--- src/design/sifl_pkg.sv ---
// Types and constants of the static IP forward lookup.
`default_nettype none

package sifl_pkg;

  localparam int unsigned MODE_W    = 2;
  localparam int unsigned MAC_W     = 48;
  localparam int unsigned IP_W      = 32;
  localparam int unsigned ETYPE_W   = 16;
  localparam int unsigned STATUS_W  = 3;
  localparam int unsigned HIT_W     = 5;
  localparam int unsigned PFX_W     = 24;
  localparam int unsigned CFG_IDX_W = 2;

  localparam logic [ETYPE_W-1:0] IPV4_TYPE = 16'h0800;

  // Configuration register indexes and reset values
  localparam logic [CFG_IDX_W-1:0] CFG_PORT0   = 2'd0;
  localparam logic [CFG_IDX_W-1:0] CFG_PORT1_A = 2'd1;
  localparam logic [CFG_IDX_W-1:0] CFG_PORT1_B = 2'd2;

  localparam logic [PFX_W-1:0] PORT0_PFX_RST   = 24'hC0A800;
  localparam logic [PFX_W-1:0] PORT1_A_PFX_RST = 24'hC0A801;
  localparam logic [PFX_W-1:0] PORT1_B_PFX_RST = 24'hC0A802;

  typedef enum logic [MODE_W-1:0] {
    OP_LOAD_LOCAL = 2'd0,
    OP_LOAD_ROUTE = 2'd1,
    OP_LOAD_ARP   = 2'd2,
    OP_FORWARD    = 2'd3
  } op_e;

  typedef enum logic [STATUS_W-1:0] {
    ST_LOADED    = 3'd0,
    ST_FULL      = 3'd1,
    ST_NOT_LOCAL = 3'd2,
    ST_NOT_IPV4  = 3'd3,
    ST_NO_ROUTE  = 3'd4,
    ST_NO_ARP    = 3'd5,
    ST_NO_PORT   = 3'd6,
    ST_FORWARDED = 3'd7
  } status_e;

  typedef enum logic [2:0] {
    S_IDLE,
    S_LOCAL,
    S_ROUTE,
    S_ARP,
    S_RESULT
  } back_state_e;

  // Classified item handed from the front to the back
  typedef struct packed {
    op_e              op;
    logic             is_ipv4;
    logic [MAC_W-1:0] mac;
    logic [IP_W-1:0]  ip;
    logic [IP_W-1:0]  gw;
  } cmd_t;

  // One result beat
  typedef struct packed {
    status_e          status;
    logic [MAC_W-1:0] new_dest_mac;
    logic [MAC_W-1:0] new_src_mac;
    logic             out_port;
    logic [HIT_W-1:0] route_hit_index;
    logic [HIT_W-1:0] arp_hit_index;
  } res_t;

endpackage

`default_nettype wire

--- src/design/sifl_if.sv ---
// Valid/ready channel interfaces for items in and results out.
`default_nettype none

interface sifl_in_if import sifl_pkg::*; ();
  logic                 valid;
  logic                 ready;
  logic [MODE_W-1:0]    mode;
  logic [MAC_W-1:0]     hw_addr;
  logic [IP_W-1:0]      ip_addr;
  logic [IP_W-1:0]      gateway_ip;
  logic [ETYPE_W-1:0]   ether_type;

  modport source (output valid, mode, hw_addr, ip_addr, gateway_ip, ether_type,
                  input ready);
  modport sink (input valid, mode, hw_addr, ip_addr, gateway_ip, ether_type,
                output ready);
endinterface


`default_nettype wire

--- src/design/sifl_front.sv ---
// Front end: accepts input beats, decodes the mode and pre-checks the ethertype.
`default_nettype none

module sifl_front import sifl_pkg::*; (
  input  wire logic  clk_i,
  input  wire logic  rst_ni,
  sifl_in_if.sink    in_i,
  output      logic  cmd_valid_o,
  input  wire logic  cmd_ready_i,
  output      cmd_t  cmd_o
);

  logic valid_q, valid_d;
  cmd_t cmd_q, cmd_d;
  logic accept;

  // Stage is free when empty or when its beat moves on this cycle
  assign in_i.ready = !valid_q || cmd_ready_i;
  assign accept     = in_i.valid && in_i.ready;

  // Classify the incoming beat
  always_comb begin
    cmd_d.op      = op_e'(in_i.mode);
    cmd_d.is_ipv4 = (in_i.ether_type == IPV4_TYPE);
    cmd_d.mac     = in_i.hw_addr;
    cmd_d.ip      = in_i.ip_addr;
    cmd_d.gw      = in_i.gateway_ip;
  end

  always_comb begin
    valid_d = valid_q;
    if (in_i.ready) begin
      valid_d = in_i.valid;
    end
  end

  always_ff @(posedge clk_i or negedge rst_ni) begin
    if (!rst_ni) begin
      valid_q <= 1'b0;
    end else begin
      valid_q <= valid_d;
    end
  end

  always_ff @(posedge clk_i) begin
    if (accept) begin
      cmd_q <= cmd_d;
    end
  end

  assign cmd_valid_o = valid_q;
  assign cmd_o       = cmd_q;

endmodule

`default_nettype wire

--- src/flat_wrapper.sv ---
// flat-port wrapper written by rule: the top's interface ports become plain ports
module sifl_front_flat import sifl_pkg::*;
  (clk_i, rst_ni, cmd_valid_o, cmd_ready_i, cmd_o, in_i_valid, in_i_mode, in_i_hw_addr, in_i_ip_addr, in_i_gateway_ip, in_i_ether_type, in_i_ready);
  sifl_in_if in_i_i ();
  input  wire logic clk_i;
  input  wire logic rst_ni;
  output      logic cmd_valid_o;
  input  wire logic cmd_ready_i;
  output      cmd_t cmd_o;
  input wire logic [$bits(in_i_i.valid)-1:0] in_i_valid;
  input wire logic [$bits(in_i_i.mode)-1:0] in_i_mode;
  input wire logic [$bits(in_i_i.hw_addr)-1:0] in_i_hw_addr;
  input wire logic [$bits(in_i_i.ip_addr)-1:0] in_i_ip_addr;
  input wire logic [$bits(in_i_i.gateway_ip)-1:0] in_i_gateway_ip;
  input wire logic [$bits(in_i_i.ether_type)-1:0] in_i_ether_type;
  output wire logic [$bits(in_i_i.ready)-1:0] in_i_ready;
  assign in_i_i.valid = in_i_valid;
  assign in_i_i.mode = in_i_mode;
  assign in_i_i.hw_addr = in_i_hw_addr;
  assign in_i_i.ip_addr = in_i_ip_addr;
  assign in_i_i.gateway_ip = in_i_gateway_ip;
  assign in_i_i.ether_type = in_i_ether_type;
  assign in_i_ready = in_i_i.ready;
  sifl_front u_core (.clk_i(clk_i), .rst_ni(rst_ni), .in_i(in_i_i), .cmd_valid_o(cmd_valid_o), .cmd_ready_i(cmd_ready_i), .cmd_o(cmd_o));
endmodule
--- config.mk ---
export PLATFORM = sky130hd
export DESIGN_NAME = sifl_front_flat
export DESIGN_NICKNAME = d
export VERILOG_FILES = /design/src/design/sifl_pkg.sv /design/src/design/sifl_if.sv /design/src/design/sifl_front.sv /design/src/flat_wrapper.sv
export SDC_FILE = /design/constraint.sdc
export NUM_CORES = 1
export LEC_CHECK = 0
export ABC_CLOCK_PERIOD_IN_PS = 3800
export BUFFER_PORTS_ARGS = -buffer_cell sky130_fd_sc_hd__buf_2
export CORE_MARGIN = 2
export CORE_UTILIZATION = 38
export CTS_BUF_LIST = sky130_fd_sc_hd__clkbuf_4
export DETAILED_ROUTE_END_ITERATION = 8
export PLACE_DENSITY = 0.78
export SLEW_MARGIN = 30
export SYNTH_ARGS = -nofsm -noshare
export SYNTH_HDL_FRONTEND = slang
export SYNTH_SLANG_ARGS = --single-unit
--- constraint.sdc ---
create_clock -name clk_i -period 3.8 [get_ports clk_i]
set_input_delay 0.19 -clock clk_i [delete_from_list [all_inputs] [get_ports clk_i]]
set_output_delay 0.19 -clock clk_i [all_outputs]
set_load 0.1 [all_outputs]
==> results of run 1 <==
## per-stage QoR
stage | setup slack [ns] | utilization
2_1_floorplan | 0.1160 | -
3_3_place_gp | 1.748 | 0.5424
3_5_place_dp | 1.645 | 0.5424
## cell families after synthesis
family           after synthesis
and+or+nand+nor                8
DFF                          116
## cells in the mapped netlist
cell	number	area, µm²
edfxtp_1	115	3453
nor4_1	3	18.77
nand2b_1	2	12.51
and2_1	1	6.260
and4_1	1	8.760
dfrtp_1	1	25.02
nor4b_1	1	8.760
==> impl_metrics.tcl, run 1 <==
set metrics [dict create \
    status "stopped before the end" \
    haltStage "clock tree synthesis" \
    error "[ERROR RSZ-0060] Max buffer count reached." \
    synth_top_family_by_area "simple AND/OR/NAND/NOR gates" \
    start_util 0.3879 \
    postCtsHoldBufs 105 \
    cts_max_level 4 \
    synthXorXnorAreaFrac 0 \
    place_area_um2 4941 \
    synth-compound-area-share 0 \
    yosysWarnings 0 \
    cts.sinks 116 \
    die_h_um 100.4 \
    dieWidth_um 100.4 \
    yosys.area_share.simple 0.01558 \
    rows 35 \
    synthMuxAreaShare 0 \
    place_congestion 0.7185 \
    ctsResizeCount 0 \
    cts_root_buf "clkbuf_4" \
    seq_area_frac_synth 0.9844 \
    syn_nets 258 \
    synth_area_um2 3533 \
    postSynthCellCount 124 \
    hpwl_um 5879 \
    synth_adder_area_share 0 \
    placed_cells 487 \
    synth_cell_types 7 \
    avgSynthCellArea_um2 28.50 \
    yosys_register_bits 116 \
    numCtsBuffers 17 \
    io_pins 251 \
    io_buffers 250 \
    clock_path_buffers 2 \
    cts_setup_buffers 0 \
]
==> run 2, diff against run 1 <==
- ABC_CLOCK_PERIOD_IN_PS: 3800 -> 4900
- CORE_UTILIZATION: 38 -> 30
- CTS_BUF_LIST: sky130_fd_sc_hd__clkbuf_4 -> not set
- PLACE_DENSITY: 0.78 -> not set
- PLACE_DENSITY_LB_ADDON: not set -> 0.15
- clock period: 3.8 -> 4.9 ns (I/O delays scaled with it)
==> impl_metrics.tcl, run 2 <==
set metrics [dict create \
    p_clk_frac 0.409 \
    cap_violations 0 \
    yosys_register_bits 116 \
    wl_per_cell_um 14.88 \
    synth_top_area_cell "edfxtp_1" \
    cts_setup_buffers 0 \
    synthTopCellsByCount "115 x edfxtp_1, 3 x nor4_1, 2 x nand2b_1" \
    yosysWarnings 0 \
    io_buffers 250 \
    first_pass_iters 4 \
    pwr-share-seq 0.402 \
    swShare 0.2937 \
    antennaDiodeCount 0 \
    clkLatencyLatePin_ns 0.40 \
    synth_top_family_by_area "simple AND/OR/NAND/NOR gates" \
    rows 39 \
    finClkSkew_ns 0.004558 \
    fin_crit_sh 0.3895 \
    pwr-share-comb 0.189 \
    crit_start "u_core.cmd_valid_o" \
    crit_chain "nand2b_1 -> and2_4 -> buf_4" \
    cts_tree "yes" \
    totalWireLength_um 9092 \
    numCtsBuffers 17 \
    post-route-min-period_ns 1.909 \
    reg2reg_from "u_core.cmd_valid_o" \
    nets 589 \
    synth-compound-area-share 0 \
    criticalPathCategory "register to register" \
    grt_max_degree 46 \
    ant_nets 0 \
    place_congestion 0.7010 \
    grt_usage 0.1434 \
    vias_per_cell 4.152 \
    internal_power_mw 2.056 \
    cts.sinks 116 \
    worst_hold_slack_ns 0.02003 \
    setup_viol 0 \
    die_h_um 112.5 \
    overflow 0 \
    synth_area_um2 3533 \
    rsz0062_at_grt "false" \
    layout_common_cells "250 x buf_2, 115 x edfxtp_1, 60 x dlygate4sd3_1" \
    max_stage_delay_ns 0.60 \
    synth-edff-count 115 \
    grt_pass1_vias 2672 \
    synth_cell_types 7 \
    yosys.area_share.simple 0.01558 \
    clk_pin_slew_ns 0.05 \
    hold_viol 0 \
    critPathBufInv 1 \
    synth_area_leaders "edfxtp_1 98%, dfrtp_1 0.71%, nor4_1 0.53%" \
    max_freq_mhz 524.0 \
    synthXorXnorAreaFrac 0 \
    io_pins 251 \
    vias 2537 \
    crit_family "simple AND/OR/NAND/NOR gates" \
    synthArstFlopShare 0.008621 \
    drc_errors 0 \
    leakagePower_nw 2.652 \
    cts_max_level 4 \
    clock_path_buffers 2 \
    drt_iter0_drc 169 \
    synthMuxAreaShare 0 \
    drive_gt1_frac 0.5983 \
    worstPathRequired_ns 4.96 \
    synth_adder_area_share 0 \
    maxSlewHeadroom 0.5632 \
    tightest_slew_ns 0.6552 \
    start_kind "register" \
    syn_nets 258 \
    peakVddDrop_mv 0.2550 \
    ys.flop_type "edfxtp_1" \
    hp-start "in_i_hw_addr[24]" \
    start_util 0.3081 \
    power.switching_mw 0.8550 \
    hp-class "input port to register" \
    slowest_stage "and2_4" \
    avgSynthCellArea_um2 28.50 \
    dieArea_um2 12660 \
    synth_most_common_cell "edfxtp_1" \
    dieWidth_um 112.5 \
    power.density_nw_per_um2 471.8 \
    antenna_found_initial 0 \
    cts_root_buf "clkbuf_16" \
    areaGrowthSynthToFinish_pct 74.61 \
    yosysTopAreaCellShare 0.9773 \
    grt_pass1_wl_um 13300 \
    core_um2 11470 \
    seq_area_frac_synth 0.9844 \
    cp.arrival_ns 1.97 \
    largest_reg_flops 115 \
    final_common_cell "buf_2" \
    slew_viol_final 0 \
    critPathMaxFanout 45 \
    tns_ns 0 \
    status "finished, final reports clean" \
    postSynthCellCount 124 \
    cp-end-kind "register" \
]
[run 2: cell counts after synthesis]
No cell type changed its count.
[run 2: what timing repair did]
| action | CTS | global route |
|---|---|---|
| gates resized for setup | 0 | 0 |
| endpoints found under the hold margin | 47 | 13 |
| hold buffers | 47 | 13 |
[run 2: layout make-up]
class,count,area [µm²]
fill,931,5298
sequential,116,3478
timing repair buffer,312,1879
clock buffer,21,440.4
tap,143,178.9
clock inverter,11,135.1
multi-input combinational,8,57.56
[run 2: worst paths after layout]
| kind | end | slack, ns | depth (start not counted) |
|---|---|---|---|
| hold reg to reg | u_core.cmd_valid_o | 0.56 | 2 |
| min in group asynchronous | u_core.cmd_valid_o | 0.16 | 2 |
| setup reg to reg | u_core.cmd_o[83] | 2.99 | 3 |
| setup / recovery | u_core.cmd_o[83] | 2.99 | 3 |
| max in group asynchronous | u_core.cmd_valid_o | 4.66 | 2 |
| hold / removal | u_core.cmd_o[88] | 0.02 | 1 |
[run 2: power groups by stage]
stage	Sequential [mW]	Clock (mW)	Combinational, mW
global route	1.17	1.27	0.568
floorplan	1.57	0	0.0234
finish	1.17	1.19	0.550
detailed placement	1.19	0	0.515
CTS	1.17	1.22	0.545
global placement	1.19	0	0.510
[run 2: metal layers]
metal  part of all wire  wire length, µm  GRT usage  vias to the layer above
met4              0.029              261    0.08537                        0
li1                   -                -          -                     1176
met1               0.36             3281     0.1512                     1159
met3               0.12             1104    0.07937                       20
met5                  0                0          0                        -
met2               0.49             4444     0.2257                      182
[run 2: worst reg2reg max path, cell delays in order (launching register included)]
cell and delay (ns):
dfrtp_1 0.37, nand2b_1 0.12, and2_4 0.60, buf_4 0.47
[run 2: per-stage QoR]
stage | power [mW] | utilization | instances | worst slack [ns] | area (µm²)
after detailed placement | 1.705 | 0.4355 | 519 | 2.991 | 4994
after CTS | 2.935 | 0.5267 | 598 | 2.975 | 6040
after floorplan | 1.593 | - | 124 | 1.216 | 3535
final | 2.911 | 0.5380 | 611 | 2.991 | 6170
after global routing | 3.009 | 0.5380 | 611 | 2.855 | 6170
after global placement | 1.700 | 0.4337 | 518 | 2.662 | 4974
[run 2: kinds of logic (layout without fill, tap and decap cells)]
logic type / after synthesis / count (layout)
flops: 116 / 116
buf+inv: 0 / 344
simple gates: 8 / 8
Note: power is estimated with default switching activity, not from simulation.
==> run 3, diff against run 2 <==
- ABC_CLOCK_PERIOD_IN_PS: 4900 -> 1600
- clock period: 4.9 -> 1.6 ns (I/O delays scaled with it)
==> impl_metrics.tcl, run 3 <==
set metrics [dict create \
    status "stopped before the end" \
    haltStage "clock tree synthesis" \
    error "[ERROR RSZ-0060] Max buffer count reached." \
    synth_most_common_cell "edfxtp_1" \
    avgSynthCellArea_um2 28.50 \
    clock_path_buffers 2 \
    postCtsHoldBufs 111 \
    synth_area_um2 3533 \
    synth-edff-count 115 \
    cts_root_buf "clkbuf_16" \
    synthArstFlopShare 0.008621 \
    start_util 0.3081 \
    place_congestion 0.7420 \
    postSynthCellCount 124 \
    yosysWarnings 0 \
    ctsResizeCount 0 \
    dieWidth_um 112.5 \
    ys.flop_type "edfxtp_1" \
    cts.sinks 116 \
    io_pins 251 \
    yosys_register_bits 116 \
    syn_nets 258 \
    yosysTopAreaCellShare 0.9773 \
    seq_area_frac_synth 0.9844 \
    io_buffers 250 \
    synth_cell_types 7 \
    numCtsBuffers 17 \
    hpwl_um 6548 \
    cts_max_level 4 \
    synth_area_leaders "edfxtp_1 98%, dfrtp_1 0.71%, nor4_1 0.53%" \
    cts_setup_buffers 0 \
    synth_top_area_cell "edfxtp_1" \
    die_h_um 112.5 \
    synthTopCellsByCount "115 x edfxtp_1, 3 x nor4_1, 2 x nand2b_1" \
    rows 39 \
]
-- run 3: cell counts after synthesis --
No cell type changed its count.
-- run 3: cells by family after synthesis --
family           share of synthesized area
flip-flops                          0.9844
AND/OR/NAND/NOR                    0.01558
-- run 3: through the flow --
step	cell area, µm²	TNS [ns]	utilization	setup slack (ns)	instances
2_1_floorplan	3547	-78.61	-	-0.6835	124
3_3_place_gp	5040	0	0.4395	0.1891	522
3_5_place_dp	5040	0	0.4395	0.1535	522
