**config.mk**
```make
export PLATFORM = sky130hd
export DESIGN_NAME = sifl_fifo
export DESIGN_NICKNAME = d
export VERILOG_FILES = /design/src/design/sifl_pkg.sv /design/src/design/sifl_fifo.sv
export SDC_FILE = /design/constraint.sdc
export NUM_CORES = 1
export LEC_CHECK = 0
export ABC_AREA = 1
export ABC_CLOCK_PERIOD_IN_PS = 14800
export BUFFER_PORTS_ARGS = -buffer_cell sky130_fd_sc_hd__buf_2
export CORE_MARGIN = 5
export CORE_UTILIZATION = 45
export DETAILED_ROUTE_END_ITERATION = 7
export PLACE_DENSITY = 0.78
export SETUP_SLACK_MARGIN = 0.5
export SLEW_MARGIN = 20
export SYNTH_ARGS = -nofsm -noshare
export SYNTH_HDL_FRONTEND = slang
export SYNTH_SLANG_ARGS = --single-unit
```
**constraint.sdc**
```tcl
create_clock -name clk_i -period 14.8 [get_ports clk_i]
set_input_delay 2.22 -clock clk_i [delete_from_list [all_inputs] [get_ports clk_i]]
set_output_delay 2.22 -clock clk_i [all_outputs]
set_load 0.02 [all_outputs]
```
**src/design/sifl_pkg.sv**
```systemverilog
// Types and constants of the static IP forward lookup.
`default_nettype none

package sifl_pkg;

  localparam int unsigned MODE_W    = 2;
  localparam int unsigned MAC_W     = 48;
  localparam int unsigned IP_W      = 32;
  localparam int unsigned ETYPE_W   = 16;
  localparam int unsigned STATUS_W  = 3;
  localparam int unsigned HIT_W     = 5;
  localparam int unsigned PFX_W     = 24;
  localparam int unsigned CFG_IDX_W = 2;

  localparam logic [ETYPE_W-1:0] IPV4_TYPE = 16'h0800;

  // Configuration register indexes and reset values
  localparam logic [CFG_IDX_W-1:0] CFG_PORT0   = 2'd0;
  localparam logic [CFG_IDX_W-1:0] CFG_PORT1_A = 2'd1;
  localparam logic [CFG_IDX_W-1:0] CFG_PORT1_B = 2'd2;

  localparam logic [PFX_W-1:0] PORT0_PFX_RST   = 24'hC0A800;
  localparam logic [PFX_W-1:0] PORT1_A_PFX_RST = 24'hC0A801;
  localparam logic [PFX_W-1:0] PORT1_B_PFX_RST = 24'hC0A802;

  typedef enum logic [MODE_W-1:0] {
    OP_LOAD_LOCAL = 2'd0,
    OP_LOAD_ROUTE = 2'd1,
    OP_LOAD_ARP   = 2'd2,
    OP_FORWARD    = 2'd3
  } op_e;

  typedef enum logic [STATUS_W-1:0] {
    ST_LOADED    = 3'd0,
    ST_FULL      = 3'd1,
    ST_NOT_LOCAL = 3'd2,
    ST_NOT_IPV4  = 3'd3,
    ST_NO_ROUTE  = 3'd4,
    ST_NO_ARP    = 3'd5,
    ST_NO_PORT   = 3'd6,
    ST_FORWARDED = 3'd7
  } status_e;

  typedef enum logic [2:0] {
    S_IDLE,
    S_LOCAL,
    S_ROUTE,
    S_ARP,
    S_RESULT
  } back_state_e;

  // Classified item handed from the front to the back
  typedef struct packed {
    op_e              op;
    logic             is_ipv4;
    logic [MAC_W-1:0] mac;
    logic [IP_W-1:0]  ip;
    logic [IP_W-1:0]  gw;
  } cmd_t;

  // One result beat
  typedef struct packed {
    status_e          status;
    logic [MAC_W-1:0] new_dest_mac;
    logic [MAC_W-1:0] new_src_mac;
    logic             out_port;
    logic [HIT_W-1:0] route_hit_index;
    logic [HIT_W-1:0] arp_hit_index;
  } res_t;

endpackage

`default_nettype wire

```
**src/design/sifl_fifo.sv**
```systemverilog
// Two-entry queue of classified items between front and back.
`default_nettype none

module sifl_fifo import sifl_pkg::*; (
  input  wire logic  clk_i,
  input  wire logic  rst_ni,
  input  wire logic  push_valid_i,
  output      logic  push_ready_o,
  input  wire cmd_t  push_data_i,
  output      logic  pop_valid_o,
  input  wire logic  pop_ready_i,
  output      cmd_t  pop_data_o
);

  localparam int unsigned DEPTH = 2;
  localparam int unsigned PW    = $clog2(DEPTH);

  cmd_t            mem_q [DEPTH];
  logic [PW-1:0]   wptr_q, wptr_d, rptr_q, rptr_d;
  logic [PW:0]     cnt_q, cnt_d;
  logic            push, pop;

  assign push_ready_o = (cnt_q != (PW+1)'(DEPTH));
  assign pop_valid_o  = (cnt_q != '0);
  assign push         = push_valid_i && push_ready_o;
  assign pop          = pop_valid_o && pop_ready_i;
  assign pop_data_o   = mem_q[rptr_q];

  // Pointer and fill count update
  always_comb begin
    wptr_d = wptr_q;
    rptr_d = rptr_q;
    cnt_d  = cnt_q;
    if (push) begin
      wptr_d = wptr_q + PW'(1);
    end
    if (pop) begin
      rptr_d = rptr_q + PW'(1);
    end
    if (push && !pop) begin
      cnt_d = cnt_q + (PW+1)'(1);
    end else if (pop && !push) begin
      cnt_d = cnt_q - (PW+1)'(1);
    end
  end

  always_ff @(posedge clk_i or negedge rst_ni) begin
    if (!rst_ni) begin
      wptr_q <= '0;
      rptr_q <= '0;
      cnt_q  <= '0;
    end else begin
      wptr_q <= wptr_d;
      rptr_q <= rptr_d;
      cnt_q  <= cnt_d;
    end
  end

  always_ff @(posedge clk_i) begin
    if (push) begin
      mem_q[wptr_q] <= push_data_i;
    end
  end

endmodule

`default_nettype wire

```
# Yosys cells after proc, flatten, opt, wreduce, memory -nomap -nowiden
# Memory sizes are Yosys's and may differ from the RTL's.
# Index checks and enable logic that the tools add are counted.
dict set report classes {
  addsub 4
  n_reduce_logical 8
  eq_ne 1
  n_mux 4
}
# operator count
set op_table {}
lappend op_table {{$logic_and A1 B1 Y1} 4}
lappend op_table {{$mux W2} 2}
lappend op_table {{$reduce_bool A2 Y1} 2}
lappend op_table {{$add A1 B1 Y1 const B} 2}
lappend op_table {{$add A2 B1 Y2 const B} 1}
lappend op_table {{$logic_not A1 Y1} 2}
lappend op_table {{$mux W1} 2}
lappend op_table {{$ne A2 B2 Y1 const B} 1}
lappend op_table {{$sub A2 B1 Y2 const B} 1}
dict set report word_totals {
  reg_bits 4
  in_bits 119
  out_inout_bits 117
  wordCells 21
  ram_bits 230
  mem_count 1
}
# name words word_bits read_ports rd_ports_with_merged_regs write_ports line_no
set mem_list {}
lappend mem_list {mem_q 2 115 1 0 1 sifl_fifo.sv:18} ;# cmd_t mem_q [DEPTH];

# Logic depth before layout (Yosys ltp)
# Gate-level depths: netlist of the first run.
dict set report depth {
  word_depth 6
  ltp_mapped 10
}

# Worst setup path after synthesis of the first run
# No wires, ideal clock.
dict set report synth_path {
  path_kind {in2reg}
  start {in push_valid_i}
  end {mem mem_q[0][0] in the netlist's numbering, enable pin}
  arrival_ps 7118
  stages 2
  setup_ps 591
  slack_ps 7092
  path_cell_list {nand2_1 -> nor2_1}
}
dict set report synth_via {
  elab_chain_cells 3
}
# element line_no
set synth_rtl {}
lappend synth_rtl {{start, declared} sifl_fifo.sv:7} ;# input wire logic push_valid_i,
lappend synth_rtl {{$logic_and A1 B1 Y1} sifl_fifo.sv:25} ;# assign push = push_valid_i && push_ready_o;
lappend synth_rtl {{$mux W1} sifl_fifo.sv:60} ;# if (push) begin
lappend synth_rtl {{$mux W1 (implied by the code)} sifl_fifo.sv:61} ;# mem_q[wptr_q] <= push_data_i;
lappend synth_rtl {{end, declared} sifl_fifo.sv:18}
# No other way between the ends.

==> implementation parameters, run 1 <==
Parameter                              Value

Placed design
  I/O Buffers    235
  DP Cell Count    1,079
  HPWL after detailed placement    11,600 µm
  Placement-stage worst setup slack    10,180 ps
  Final GP Congestion    0.740

Timing
  Setup Viol. Count Final    0
  Final Hold Slack    512 ps
  Post-layout minimum cycle time    5120 ps
  Final Worst Setup Slack    9680 ps
  Post-Route Setup TNS    0 ps
  Maximum clock frequency    195 MHz
  Worst relative slew slack    42.4%
  Final max-slew violation count    0
  Hold Vio Cnt, Final    0
  Portion of the clock cycle consumed by the worst path in the final layout    34.6%
  Setup skew after layout    14.5 ps
  RSZ-0062 raised after global routing    no
  Slew at the pin with the worst max-slew slack    864 ps

Synth
  Predominant post-synthesis flop cell    edfxtp_1
  Share of the yosys chip area belonging to registers    81.5%
  Post-Syn Instances    629
  Most repeated cell in the gate-level netlist after synthesis    nand2_1
  Proportion of synthesized flip-flops having asynchronous set or reset    1.71%
  Synthesis warning total    0
  Average size of a mapped cell    13.7 µm²
  Post-synthesis cell area    0.00859 mm²
  Ranking of synthesized cells by instance count    nand2_1, edfxtp_1, buf_2, buf_4, inv_1
  Post-synthesis cell type count    14
  Area contributors post-synth    edfxtp_1, nand2_1, dfrtp_1, buf_2, buf_6
  Number of storage elements in the synthesis netlist    234
  Area share of the leading cell type in the synthesized netlist    80.4%
  Number of nets produced by synthesis    749
  Number of enable flip-flop cells after synthesis    230
  Cell type with the highest aggregate area in the netlist    edfxtp_1

Setup path
  R2R Setup Slk    12,060 ps
  Worst setup path category    flip-flop to output port
  Required time of the critical path    12,580 ps
  Cell seen most often among critical-path stages    nand2_1
  Delay of the slowest critical-path stage    710 ps
  Worst Setup Start Kind    flip-flop
  Critical-path top delay cell    dfrtp_4
  Chain of cells forming the critical path    inv_4 -> buf_4 -> nand2_1 -> nand2_1 -> buf_2
  CP max FO    69
  Data arrival at the endpoint of the critical path    2900 ps
  Crit-path leading delay family    buffers and inverters
  Count of buffering cells on the critical path with inverters included    3
  Nature of the critical path endpoint    output port

Power and ir drop
  Total chip power    2.34 mW
  Power per cell area    217 mW/mm²
  Peak supply drop    0.127 mV
  Leakage power summed over all cells    4.65 nW

GRT
  Met3 track demand over resource    4.57%
  First-pass GRT wire length    27,900 µm
  Total routing resource utilization after global routing    15.8%
  Maximum number of pins on one net before global-route repair    70
  Residual overflow from global routing    0
  Via count of the first global-routing pass    5,550
  Met1 demand-to-capacity share in global routing    20.5%
  Antenna violations before repair    1
  Most crowded layer after global routing    met2
  Met2 usage    26.4%

Route
  Via count    5,420
  Final routed DRC violation total    0
  DRT iter0 DRCs    320
  1st-pass router iterations    4
  Vias per Instance    4.82
  Post-DRT Antenna Nets    0
  Total Wirelength    17,900 µm
  Routed length per instance    15.9 µm

Die
  Chip Width    148 µm
  Num ports    236
  Core region area    0.0188 mm²
  Y dimension of the die    148 µm
  Initial Util    45.8%
  Die area    0.0220 mm²
  Number of placement rows    50

Clock network
  CTS buffer count    24
  Clock tree from TritonCTS    done
  Register clock-pin slew on the reported worst setup and hold paths    60 ps
  Post-CTS setup buffers    0
  Post-CTS resize count    0
  TritonCTS sink count    234
  CTS H-tree depth    1
  Clk Latency, worst-skew pair    500 ps
  Hold_buf cts    0
  Master cell of the clock root buffer    clkbuf_16
  Maximum buffer depth of the clock tree    3

Finish
  P&R area growth vs syn    25.1%
  Count of filler cells inserted in the layout    1,493
  Fraction of layout instances using a drive strength above 1    31.5%
  Final cell count without fillers    1,124
  Final layout net count    991

Outcome
  Run status    finished clean

Job
  Max-capacitance violation count    0

Worst hold path
  Path class of the lowest-slack min-delay path    flip-flop to flip-flop
## stage by stage
step | cell area (µm²) | utilization (%)
2_1_floorplan | 8590 | -
3_3_place_gp | 9950 | 53.0
3_5_place_dp | 9950 | 53.0
4_1_cts | 10700 | 57.3
5_1_grt | 10700 | 57.3
6_report | 10800 | 57.3
## per-layer routing
layer  share of wire, %  wire [µm]  vias to the layer above
li1                   -          -                     2616
met1                 40       7140                     2540
met2                 49       8690                      228
met3                9.1       1630                       34
met4                2.4        438                        2
met5              0.073         13                        -
## worst min-delay path, cell delays in order, from the launching register on
cell	delay (ps)
dfrtp_1	360
nand2_1	60
nand2_1	50
## logic make-up (layout without fill, tap and decap cells)
kind of cell	Yosys count	after routing	share of synthesized area (%)
simple gates	360	360	15.8
flops	234	234	81.5
buf+inv	32	292	2.33
xor+xnor	2	2	0.204
fa+ha+maj	1	1	0.146
other cells	0	1	0
## worst paths after layout
path                                   to     start  cells after the start
max                        pop_data_o[82]    rptr_q                      5
min reg2reg                      cnt_q[1]  cnt_q[1]                      2
max reg2reg                  mem_q[1][97]  cnt_q[0]                      6
min in group asynchronous        cnt_q[1]    rst_ni                      1
max in group asynchronous          rptr_q    rst_ni                      1
min                              cnt_q[1]  cnt_q[1]                      2
## flip-flops by register name, summed over array words and instances, names as in the netlist
register  flops
cnt_q         2
rptr_q        1
wptr_q        1
mem_q       230
## placed cells by master, fill, tap and decap left out, types with 2 or more instances in the layout
master	n
bufinv_16	3
nor2_4	2
buf_4	6
nand3_1	2
edfxtp_1	230
inv_1	6
clkinv_1	9
dfrtp_1	3
clkbuf_16	25
buf_2	235
nand2_1	355
clkinv_2	5
## area by class of cell
cell class              count  area [µm²]  share of cell area [%]
diodes                      1        2.50                  0.0233
clock buffers              25         626                    5.82
clock inverters            19         169                    1.57
inverters                   7        28.8                   0.268
multi-input cells         363        1400                    13.0
flip-flops and latches    234        7010                    65.2
well taps                 234         293                    2.72
repair buffers            241        1220                    11.4
## where the power goes
group          switching (mW)  internal (mW)
Clock                   0.236          0.359
Sequential             0.0563          0.908
Combinational           0.567          0.211
(Power assumes the default switching activity.)
==> inputs of run 2 (changes only) <==
--- a/config.mk
+++ b/config.mk
@@ -6,12 +6,12 @@
 export NUM_CORES = 1
 export LEC_CHECK = 0
 export ABC_AREA = 1
-export ABC_CLOCK_PERIOD_IN_PS = 14800
+export ABC_CLOCK_PERIOD_IN_PS = 4450
 export BUFFER_PORTS_ARGS = -buffer_cell sky130_fd_sc_hd__buf_2
 export CORE_MARGIN = 5
 export CORE_UTILIZATION = 45
 export DETAILED_ROUTE_END_ITERATION = 7
-export PLACE_DENSITY = 0.78
+export PLACE_DENSITY = 0.81
 export SETUP_SLACK_MARGIN = 0.5
 export SLEW_MARGIN = 20
 export SYNTH_ARGS = -nofsm -noshare
==> constraint.sdc (replaced) <==
create_clock -name clk_i -period 4.45 [get_ports clk_i]
set_input_delay 0.6675 -clock clk_i [delete_from_list [all_inputs] [get_ports clk_i]]
set_output_delay 0.6675 -clock clk_i [all_outputs]
set_load 0.02 [all_outputs]
==> implementation parameters, run 2 (same netlist as run 1, synthesis figures left out) <==
Parameter                              Value

Route
  Total Wirelength    17,700 µm
  DRT iter0 DRCs    253
  Total met3 wirelength after detailed routing    1300 µm
  Routed length on met2    9120 µm
  1st-pass router iterations    7
  Met1 wire length    6690 µm
  Post-DRT Antenna Nets    0
  Routed length per instance    15.7 µm
  Final routed DRC violation total    0
  Via count    5,336
  DR top layer    met5
  Vias per Instance    4.75

GRT
  First-pass GRT wire length    27,400 µm
  Residual overflow from global routing    0
  Total routing resource utilization after global routing    15.5%
  Maximum number of pins on one net before global-route repair    117
  Antenna violations before repair    3
  Via count of the first global-routing pass    5,426

Finish
  Most common cell after layout, fill and taps aside    nand2_1
  Top Registers    mem_q x230, cnt_q x2
  Register name with the most flops    mem_q
  Final layout net count    991
  Max FFs per register    230
  Fraction of layout instances using a drive strength above 1    30.9%
  P&R area growth vs syn    24.5%
  Top library cells by usage in the layout, fill and taps aside    nand2_1, buf_2, edfxtp_1

Clock network
  Master cell of the clock root buffer    clkbuf_16
  TritonCTS sink count    234
  CTS buffer count    24
  Maximum buffer depth of the clock tree    3
  CTS H-tree depth    1
  Register clock-pin slew on the reported worst setup and hold paths    60 ps
  Clock tree from TritonCTS    done
  Clk Latency, worst-skew pair    500 ps

Timing
  Worst relative slew slack    38.7%
  Setup Viol. Count Final    0
  Final Hold Slack    351 ps
  Slew at the pin with the worst max-slew slack    919 ps
  Post-layout minimum cycle time    3120 ps
  RSZ-0062 raised after global routing    no
  Hold Vio Cnt, Final    0
  Portion of the clock cycle consumed by the worst path in the final layout    70.1%
  Post-Route Setup TNS    0 ps
  Setup skew after layout    14.8 ps
  Maximum clock frequency    321 MHz
  Final max-slew violation count    0

Setup path
  Required time of the critical path    3780 ps
  Chain of cells forming the critical path    buf_4 -> nand2_1 -> nand2_1 -> buf_2
  R2R Setup Slk    2510 ps
  Worst setup path category    flip-flop to output port
  Data arrival at the endpoint of the critical path    2450 ps
  Nature of the critical path endpoint    output port
  CP max FO    82
  Cell seen most often among critical-path stages    nand2_1
  Critical-path top delay cell    buf_4
  Delay of the slowest critical-path stage    740 ps
  Worst Setup Start Kind    flip-flop

Worst hold path
  Path class of the lowest-slack min-delay path    primary input to flip-flop

Die
  Num ports    236
  Initial Util    45.8%
  Chip Width    148 µm
  Die area    0.0220 mm²
  Core region area    0.0188 mm²
  Y dimension of the die    148 µm
  Number of placement rows    50

Power and ir drop
  Total chip power    7.62 mW
  Power per cell area    712 mW/mm²
  Peak supply drop    0.430 mV
  Leakage power summed over all cells    4.62 nW

Job
  Max-capacitance violation count    0

Outcome
  Run status    finished clean

Placed design
  Final GP Congestion    0.758
  HPWL after detailed placement    11,600 µm
  I/O Buffers    235
## run 2: changes by cell type in the layout (fill, tap and decap cells not counted)
| cell | change |
|---|---|
| clkinv_1 | -4 |
| buf_12 | +1 |
| bufinv_16 | -2 |
| diode_2 | +2 |
| inv_6 | +1 |
| dlygate4sd3_1 | +1 |
| inv_4 | -1 |
| clkinv_2 | -2 |
| clkbuf_1 | +6 |
| clkinv_4 | -1 |
| buf_4 | -2 |
## run 2: through the flow
stage | area, µm² | worst slack, ps | cells | util, %
2_1_floorplan | 8600 | 219 | 629 | -
3_3_place_gp | 9960 | 1690 | 1078 | 53.1
3_5_place_dp | 9960 | 1850 | 1078 | 53.1
4_1_cts | 10700 | 1300 | 1120 | 57.0
5_1_grt | 10700 | 1120 | 1122 | 57.0
6_report | 10700 | 1330 | 1123 | 57.0
## run 2: path summary, 6_finish.rpt
kind,from,end,cells after the start
max in group asynchronous,rst_ni,rptr_q,2
min in group asynchronous,rst_ni,rptr_q,2
min reg2reg,cnt_q[0],cnt_q[0],1
max reg2reg,cnt_q[0],mem_q[1][97],5
min,push_data_i[5],mem_q[0][5],1
max,rptr_q,pop_data_o[12],4
## run 2: what timing repair did
item | CTS | global route
setup buffers | 0 | 0
hold buffers | 1 | 0
endpoints found under the hold margin | 4 | 0
resized for setup | 0 | 0
## run 2: area by class of cell
cell class	instances	area [µm²]
multi-input cells	363	1400
repair buffers	241	1240
flip-flops and latches	234	7010
fillers	1460	8070
diodes	3	7.51
inverters	7	31.3
clock inverters	10	75.1
well taps	234	293
clock buffers	31	648
## run 2: metal layers
metal / up-vias / GRT usage (%)
met1: 2483 / 18.3
li1: 2606 / -
met4: 2 / 6.19
met2: 201 / 27.4
met5: - / 0
met3: 44 / 3.87
## run 2: critical path, delay by kind of cell (launching register included)
kind          cells  cell delay [ps]
flops             1              680
simple gates      2              260
buf+inv           2              910
## run 2: where the power goes
part	switching (mW)	leakage [nW]	total [mW]	internal (mW)
Clock	0.754	0.355	1.83	1.08
Sequential	0.161	2.19	3.18	3.02
Combinational	1.90	2.08	2.61	0.709
Total	2.81	4.62	7.62	4.81
